`src/hdl/assert_macros.svh`:
```
// Assertion macros shared by the RTL modules.
`ifndef ASSERT_MACROS_SVH
`define ASSERT_MACROS_SVH

// Antecedent and consequent in the same cycle.
`define ASSERT_IMPL(lbl, clk, rst_n, ante, cons, msg) \
	lbl: assert property (@(posedge clk) disable iff (!rst_n) (ante) |-> (cons)) \
		else $error(msg);

// Consequent in the cycle after the antecedent.
`define ASSERT_NEXT(lbl, clk, rst_n, ante, cons, msg) \
	lbl: assert property (@(posedge clk) disable iff (!rst_n) (ante) |=> (cons)) \
		else $error(msg);

`endif

```
`src/hdl/sti_pkg.sv`:
```
// Shared types and constants for the sorted key table.
package sti_pkg;

	localparam int CAPACITY_DEF = 128;
	localparam int KEY_W        = 32;
	localparam int STATUS_W     = 2;
	localparam int POS_W        = 8;

	localparam logic CMD_INSERT = 1'b0;
	localparam logic CMD_FIND   = 1'b1;

	typedef enum logic [STATUS_W-1:0] {
		STAT_INSERTED  = 2'd0,
		STAT_FOUND     = 2'd1,
		STAT_NOT_FOUND = 2'd2,
		STAT_FULL      = 2'd3
	} status_t;

	typedef enum logic [2:0] {
		ST_IDLE,
		ST_SEARCH,
		ST_CMP,
		ST_SH_RD,
		ST_SH_WR,
		ST_DONE
	} state_t;

	// controller -> datapath
	typedef struct packed {
		logic    load_item;
		logic    probe_rd;
		logic    probe_step;
		logic    shift_rd;
		logic    shift_wr;
		logic    key_wr;
		logic    res_en;
		status_t res_code;
		logic    load_out;
	} ctrl_cmd_t;

	// datapath -> controller
	typedef struct packed {
		logic is_find;
		logic is_full;
		logic range_open;
		logic probe_eq;
		logic probe_right;
		logic shift_more;
	} dp_stat_t;

endpackage

```
`src/hdl/sti_controller.sv`:
```
// Sequencer for search, shift and result hand-off.
`include "assert_macros.svh"

module sti_controller (
	input  logic               clk,
	input  logic               arst_n,
	input  logic               in_valid,
	output logic               in_stall,
	output logic               out_valid,
	input  logic               out_stall,
	input  sti_pkg::dp_stat_t  stat,
	output sti_pkg::ctrl_cmd_t cmd
);

	sti_pkg::state_t state_q;
	sti_pkg::state_t state_d;
	logic            out_valid_q;
	logic            out_free;

	assign out_free  = !out_valid_q || !out_stall;
	assign in_stall  = (state_q != sti_pkg::ST_IDLE);
	assign out_valid = out_valid_q;

	always_ff @(posedge clk or negedge arst_n) begin
		if (!arst_n) begin
			state_q     <= sti_pkg::ST_IDLE;
			out_valid_q <= 1'b0;
		end else begin
			state_q <= state_d;
			if (cmd.load_out) begin
				out_valid_q <= 1'b1;
			end else if (!out_stall) begin
				out_valid_q <= 1'b0;
			end
		end
	end

	always_comb begin
		state_d  = state_q;
		cmd      = '0;
		cmd.res_code = sti_pkg::STAT_INSERTED;
		case (state_q)
			sti_pkg::ST_IDLE: begin
				if (in_valid) begin
					cmd.load_item = 1'b1;
					state_d       = sti_pkg::ST_SEARCH;
				end
			end
			sti_pkg::ST_SEARCH: begin
				if (!stat.is_find && stat.is_full) begin
					cmd.res_en   = 1'b1;
					cmd.res_code = sti_pkg::STAT_FULL;
					state_d      = sti_pkg::ST_DONE;
				end else if (stat.range_open) begin
					cmd.probe_rd = 1'b1;
					state_d      = sti_pkg::ST_CMP;
				end else if (stat.is_find) begin
					cmd.res_en   = 1'b1;
					cmd.res_code = sti_pkg::STAT_NOT_FOUND;
					state_d      = sti_pkg::ST_DONE;
				end else begin
					state_d = sti_pkg::ST_SH_RD;
				end
			end
			sti_pkg::ST_CMP: begin
				if (stat.is_find && stat.probe_eq) begin
					cmd.res_en   = 1'b1;
					cmd.res_code = sti_pkg::STAT_FOUND;
					state_d      = sti_pkg::ST_DONE;
				end else begin
					cmd.probe_step = 1'b1;
					state_d        = sti_pkg::ST_SEARCH;
				end
			end
			sti_pkg::ST_SH_RD: begin
				if (stat.shift_more) begin
					cmd.shift_rd = 1'b1;
					state_d      = sti_pkg::ST_SH_WR;
				end else begin
					cmd.key_wr   = 1'b1;
					cmd.res_en   = 1'b1;
					cmd.res_code = sti_pkg::STAT_INSERTED;
					state_d      = sti_pkg::ST_DONE;
				end
			end
			sti_pkg::ST_SH_WR: begin
				cmd.shift_wr = 1'b1;
				state_d      = sti_pkg::ST_SH_RD;
			end
			sti_pkg::ST_DONE: begin
				if (out_free) begin
					cmd.load_out = 1'b1;
					state_d      = sti_pkg::ST_IDLE;
				end
			end
			default: begin
				state_d = sti_pkg::ST_IDLE;
			end
		endcase
	end

	`ASSERT_NEXT(a_leave_idle, clk, arst_n, in_valid && !in_stall, state_q == sti_pkg::ST_SEARCH, "accepted transaction not started")
	`ASSERT_IMPL(a_no_clobber, clk, arst_n, cmd.load_out, !out_valid_q || !out_stall, "pending result overwritten")

endmodule

```
`config.mk`:
```
export PLATFORM = sky130hd
export DESIGN_NAME = sti_controller
export DESIGN_NICKNAME = d
export VERILOG_FILES = /design/src/hdl/sti_pkg.sv /design/src/hdl/sti_controller.sv
export VERILOG_INCLUDE_DIRS = /design/src /design/src/hdl
export SDC_FILE = /design/constraint.sdc
export NUM_CORES = 1
export LEC_CHECK = 0
export ABC_AREA = 1
export BUFFER_PORTS_ARGS = -buffer_cell sky130_fd_sc_hd__buf_2
export CAP_MARGIN = 15
export CORE_AREA = 4 4 41 43
export CTS_CLUSTER_DIAMETER = 100
export DETAILED_ROUTE_END_ITERATION = 8
export DIE_AREA = 0 0 45 47
export GPL_TIMING_DRIVEN = 0
export PLACE_DENSITY = 0.62
export SLEW_MARGIN = 20
export SYNTH_ARGS = -nofsm -noshare
export SYNTH_HDL_FRONTEND = slang
export SYNTH_SLANG_ARGS = --single-unit
```
`constraint.sdc`:
```
create_clock -name clk -period 1.1 [get_ports clk]
set_clock_uncertainty 0.05 [all_clocks]
set_input_delay 0.055 -clock clk [delete_from_list [all_inputs] [get_ports clk]]
set_output_delay 0.055 -clock clk [all_outputs]
set_load 0.05 [all_outputs]
```
Yosys cells after proc, flatten, opt, wreduce, memory -nomap -nowiden
Index checks and enable logic that the tools add are counted.
{"block": "word_totals", "mem_bits_rw": 0, "word_cells": 48, "mem_count": 0, "output_inout_bits": 12, "regBits": 4, "mem_bits_ro": 0, "latchBits": 0}
{"block": "op_classes", "mux": 29, "n_reduce_logical": 9, "div_mod_pow": 0, "shifts": 0, "mul": 0, "n_eq_ne": 8, "order_cmp": 0, "add_sub_neg": 0, "n_bitwise": 0}
{"cell": "$mux 3", "count": 10}
{"cell": "$pmux 3 s6", "count": 1}
{"cell": "$mux 1", "count": 16}
{"cell": "$pmux 3 s3", "count": 1}
{"cell": "$eq 3x2->1 const B", "count": 2}
{"cell": "$eq 3x3->1 const B", "count": 2}
{"cell": "$mux 4", "count": 1}
{"cell": "$ne 2x2->1 const B", "count": 2}
{"cell": "$eq 3x1->1 const B", "count": 1}
{"cell": "$logic_not 1->1", "count": 3}
{"cell": "$logic_not 3->1", "count": 1}
{"cell": "$reduce_bool 3->1", "count": 1}
{"cell": "$logic_and 1x1->1", "count": 2}
{"cell": "$ne 2x1->1 const B", "count": 1}
{"cell": "$reduce_and 2->1", "count": 1}
{"cell": "$logic_or 1x1->1", "count": 1}

Depth between registers and ports, before layout
Gate-level depths: netlist of the first run.
{"block": "logic_depth", "depth_word": 5, "mapped_depth": 7}

Worst setup path after synthesis of the first run
Ideal clock, no wire load.
{"block": "synth_timing", "kind": "flip-flop to output port", "startpoint": "register state_q[2]", "endpoint": "output cmd[7] (netlist name)", "t_arrival_ns": 1.968, "slack_ns": -0.973, "t_required_ns": 0.995, "stages_incl_launch_ff": 2, "n_path_buf": 0, "cell_sequence": "dfrtp_1 > nor4_1"}
{"item": "start: declaration", "line_no": "sti_controller.sv:15", "text": "sti_pkg::state_t state_q;"}
{"item": "start signal: assignment", "line_no": "sti_controller.sv:26", "text": "state_q <= sti_pkg::ST_IDLE;"}
{"item": "start signal: assignment", "line_no": "sti_controller.sv:29", "text": "state_q <= state_d;"}
{"item": "end: declaration", "line_no": "sti_controller.sv:12", "text": "output sti_pkg::ctrl_cmd_t cmd"}

==> flow_summary.toml, run 1 <==
[sta]
fin_ws_ps = -329
period_minus_slack_ps = 1430
period_share = 1.30
hold_viol_final = 0
slew_viol_final = 0
worstMarginPinSlew_ps = 330
slew_headroom = 0.777
setup_viol = 13
rsz0062_at_grt = "true"
whs_ps = 41.2
max_freq_mhz = 700
tns_ps = -2830

[detailed_routing]
drcViolationCount = 0
wl_per_cell_um = 10.2
drt_first_iter_violations = 4
via_count = 424
drt_pass1_iterations = 2
postRouteAntennaNets = 0
wl_um = 1010
vias_per_cell = 4.28

[synth]
synth_area_sq_um = 310
synth_area_per_cell_sq_um = 5.75
yosysUniqueCellTypes = 12
syn-num-nets = 64
syn-instance-count = 54
synth_seq_cells = 4
seq_area_frac_synth = 0.323
yosysWarnings = 0

[worst_setup_path]
cp_cell_sequence = "nor2_1 > nand3_2 > nand2_2 > inv_2 > nand2_4 > buf_8"
rr_worst_depth = 7
worstSetupEndpointType = "output pin"
crit_fanout = 6
path_class = "flop to output pin"
critPathArrivalTime_ps = 1320
cp_data_required_time_ps = 1000
critPathMaxStageDelay_ps = 460
critPathLaunchType = "flop"
worst_path_max_delay_cell = "dfrtp_2"

[finish]
syn_to_final_growth_pct = 130
antenna_cells = 0
nets = 95
final_cell_mix = "nand2_1, buf_2, buf_6"
nFillCells = 139
drive_above_1_share = 0.667

[cts]
htree_num_levels = 1
cts-root-buf = "clkbuf_4"
clockBufferDepth = 2
cts.sinks = 4
clk_pin_slew_worst_paths_ps = 40
cts_tree = "yes"
clk_latency_ps = 240
cts_made_buffers = 3

[floorplanning]
rows = 13
ios = 22
die_w_um = 45
core_sq_um = 1300
die_h_um = 47
initial_core_util = 0.238
dieArea_sq_um = 2120

[place]
io_buffers = 20
hpwl_um = 743
gp_congestion = 0.751

[status]
violations = "setup timing"
status = "finished with violations"

[global_route]
grt.total_usage = 0.112
grt_pass1_vias = 418
grt_max_degree = 7
grt_pass1_wl_um = 1700
grt.overflow.total = 0
antenna_found_initial = 0

[pwr]
p_leak_uw = 0.000362
vdd_drop_max_uv = 1440
p_per_area_nw_per_um2 = 3020
finalPower_uw = 2150

[worst_hold_path]
hold_path.class = "input pin to flop"
min_path_cells = 3

[flow_run]
max-cap-violations = 0
==> final cells by class <==
class	instances	area (sq um)	area share
sequential	4	104	0.146
multi-input combinational	36	279	0.391
clock buffer	4	26.3	0.0368
timing repair buffer	26	224	0.314
inverter	14	61.3	0.0860
tap	15	18.8	0.0263
==> flip-flops by register name, indices dropped and copies added (netlist names) <==
| signal | cells |
|---|---|
| out_valid | 1 |
| state_q | 3 |
==> worst max-delay path, delay by kind of cell (launching register included) <==
| kind | cells | cell delay, ps |
|---|---|---|
| DFF | 1 | 460 |
| and+or+nand+nor | 4 | 440 |
| buffers and inverters | 2 | 190 |
==> Yosys cell counts (all sizes together) <==
library cell,count,area share
nor2,11,0.14
o22ai,1,0.020
o21ai,3,0.048
nand3,5,0.097
nand2,15,0.18
nor4,1,0.020
inv,14,0.17
dfrtp,4,0.32
==> kinds of logic (layout without fill, tap and decap cells) <==
family | Yosys count | after routing | share of synthesized area
and+or+nand+nor | 32 | 32 | 0.440
buffers and inverters | 14 | 44 | 0.169
AOI/OAI and AO/OA | 4 | 4 | 0.0685
DFF | 4 | 4 | 0.323
==> stage by stage <==
step	std cells	cell area, sq um	worst slack (ps)	utilization
4_1_cts	97	686	-346	0.527
5_1_grt	99	713	-376	0.548
6_report	99	713	-329	0.548
2_1_floorplan	54	395	-128	-
3_5_place_dp	89	514	-317	0.395
3_3_place_gp	89	514	-309	0.395
==> per-layer routing <==
layer  GRT usage  wire length [um]
met5           0                 0
met1       0.133               375
met3      0.0460                68
met4      0.0351                13
met2       0.186               553
==> what timing repair did <==
| action | 4_1_cts | 5_1_grt |
|---|---|---|
| endpoints found under the hold margin | 4 | 0 |
| resized for setup | 36 | 4 |
| setup buffers | 3 | 2 |
| setup endpoints to repair | 13 | 13 |
| pin swaps | 4 | 2 |
| hold buffers | 1 | 0 |
| cloned | 0 | 0 |
==> power breakdown <==
| group | switching [uW] | internal (uW) |
|---|---|---|
| clock network | 74.6 | 137 |
| logic | 1020 | 583 |
| registers | 117 | 224 |
| total | 1210 | 944 |
==> path summary, 6_finish.rpt <==
path                                          end  slack (ps)              startpoint
hold reg to reg             out_valid$_DFFE_PN0P_         500   out_valid$_DFFE_PN0P_
hold / removal              out_valid$_DFFE_PN0P_          40               out_stall
max in group asynchronous  state_q[0]$_DFFE_PN0P_         760                  arst_n
min in group asynchronous   out_valid$_DFFE_PN0P_         120                  arst_n
setup reg to reg           state_q[0]$_DFFE_PN0P_        -110  state_q[1]$_DFFE_PN0P_
setup / recovery                           cmd[3]        -330  state_q[0]$_DFFE_PN0P_
Note: power is estimated with default switching activity, not from simulation.
==> run 2: changes to the inputs <==
Settings changed: SETUP_SLACK_MARGIN set to 0.05.
==> flow_summary.toml, run 2 (synthesis gave the netlist of run 1 again) <==
[floorplanning]
die_w_um = 45
rows = 13
die_h_um = 47
dieArea_sq_um = 2120
ios = 22
core_sq_um = 1300
initial_core_util = 0.238

[finish]
largest_register_ffs = 3
layout_commonest_cell = "nand2_1"
nFillCells = 138
syn_to_final_growth_pct = 129
drive_above_1_share = 0.643
nets = 95
largest-register = "state_q"
finalNonFillerCells = 99
antenna_cells = 0
final_cell_mix = "nand2_1, buf_2, inv_1"

[status]
status = "finished with violations"
violations = "setup timing"

[pwr]
switching_share = 0.557
internal-power_uw = 937
pwr-share-comb = 0.747
p_leak_uw = 0.000353
seqPwrFrac = 0.160
p_per_area_nw_per_um2 = 2970
power_frac_clock = 0.093
vdd_drop_max_uv = 1550
power_switching_uw = 1180

[worst_setup_path]
cp_data_required_time_ps = 1000
worst-path-buf-inv = 3
worst_path_max_delay_cell = "dfrtp_2"
critPathLaunchType = "flop"
crit_end = "cmd[3]"
cp-startpoint = "state_q[2]$_DFFE_PN0P_"
path_delay_family = "flip-flops"
crit_fanout = 5
timing.reg2reg.setup_slack_ps = -100
path_class = "flop to output pin"
critPathMaxStageDelay_ps = 480
cp_cell_sequence = "inv_4 > nand3_2 > nand2_2 > inv_2 > nand2_4 > buf_8"
rr_worst_depth = 7
critPathArrivalTime_ps = 1300
worstSetupEndpointType = "output pin"
rr_endpoint = "state_q[0]$_DFFE_PN0P_"
worst-path-stages = 6
r2r-start = "state_q[0]$_DFFE_PN0P_"

[sta]
max_freq_mhz = 712
setup_viol = 13
worstMarginPinSlew_ps = 288
period_minus_slack_ps = 1410
slew_headroom = 0.806
whs_ps = 31.5
rsz0062_at_grt = "true"
period_share = 1.28
tns_ps = -2750
slew_viol_final = 0
fin_ws_ps = -305
hold_viol_final = 0

[place]
hpwl_um = 734
place_ws_ps = -320
io_buffers = 20
place_inst = 89
gp_congestion = 0.767

[global_route]
use_met2 = 0.175
busiest_layer = "met2"
grtUsageMet1 = 0.128
antenna_found_initial = 0
grt_pass1_wl_um = 1650
grt_pass1_vias = 425
use_met3 = 0.0268
grt.overflow.total = 0
grt_max_degree = 7
grt.total_usage = 0.106

[cts]
clockBufferDepth = 2
htree_num_levels = 1
cts-root-buf = "clkbuf_4"
clk_pin_slew_worst_paths_ps = 40
cts_made_buffers = 3
cts.sinks = 4
cts_tree = "yes"
clk_latency_ps = 230

[detailed_routing]
drt_pass1_iterations = 4
drcViolationCount = 0
via_count = 421
postRouteAntennaNets = 0
vias_per_cell = 4.25
wl_per_cell_um = 9.51
wl_um = 941
drt_first_iter_violations = 5

[worst_hold_path]
hold_path.class = "input pin to flop"

[flow_run]
max-cap-violations = 0
[run 2: cell count changes in the layout (fill, tap and decap cells not counted)]
cell and delta:
nor2_1 +1, buf_8 +3, buf_4 +2, clkinvlp_4 +1
inv_2 -1, nand2_2 -1, nor2_4 -1, nand2_1 +1
buf_6 -5
[run 2: what timing repair did]
action | CTS | global route
gates cloned | 0 | 0
endpoints found under the hold margin | 4 | 0
pin swaps | 5 | 2
hold buffers | 1 | 0
resized for setup | 33 | 2
setup buffers | 5 | 0
setup endpoints to repair | 14 | 14
[run 2: worst min-delay path by stage]
stage	startpoint	endpoint	slack, ps	cells after the start
6_report	out_stall	out_valid$_DFFE_PN0P_	30	3
3_5_place_dp	arst_n	state_q[0]$_DFFE_PN0P_	-180	1
5_1_grt	out_stall	out_valid$_DFFE_PN0P_	40	3
2_1_floorplan	arst_n	out_valid$_DFFE_PN0P_	-290	0
4_1_cts	out_stall	out_valid$_DFFE_PN0P_	20	3
3_3_place_gp	arst_n	state_q[0]$_DFFE_PN0P_	-190	1
[run 2: power by group through the flow]
stage	sequential [uW]	combinational (uW)	clock, uW
after floorplan	356	967	0
after global placement	302	1220	0
after detailed placement	309	1230	0
after CTS	336	1580	207
after global routing	346	1680	222
final	337	1580	197
[run 2: per-stage QoR]
stage               power [uW]  utilization  area (sq um)
floorplan                 1320            -           407
global placement          1520        0.404           526
detailed placement        1540        0.404           526
CTS                       2120        0.541           704
global route              2250        0.546           711
finish                    2110        0.546           711
[run 2: per-layer routing]
layer / share of wire / wire length (um) / vias to the layer above
li1: - / - / 223
met1: 0.37 / 348 / 186
met2: 0.56 / 526 / 12
met3: 0.070 / 66 / 0
met4: 0 / 0 / 0
met5: 0 / 0 / -
[run 2: cell type report]
| cell class | instances | area, sq um | area share |
|---|---|---|---|
| Tap cell | 15 | 18.8 | 0.0264 |
| Clock buffer | 4 | 26.3 | 0.0370 |
| Inverter | 14 | 65.1 | 0.0915 |
| Timing Repair Buffer | 26 | 228 | 0.320 |
| Multi-Input combinational cell | 36 | 269 | 0.379 |
| Sequential cell | 4 | 104 | 0.146 |
[run 2: worst reg2reg max path, delay by kind of cell (launching register included)]
family        cells  cell delay [ps]
flops             1              440
buf+inv           1              150
simple gates      6              510
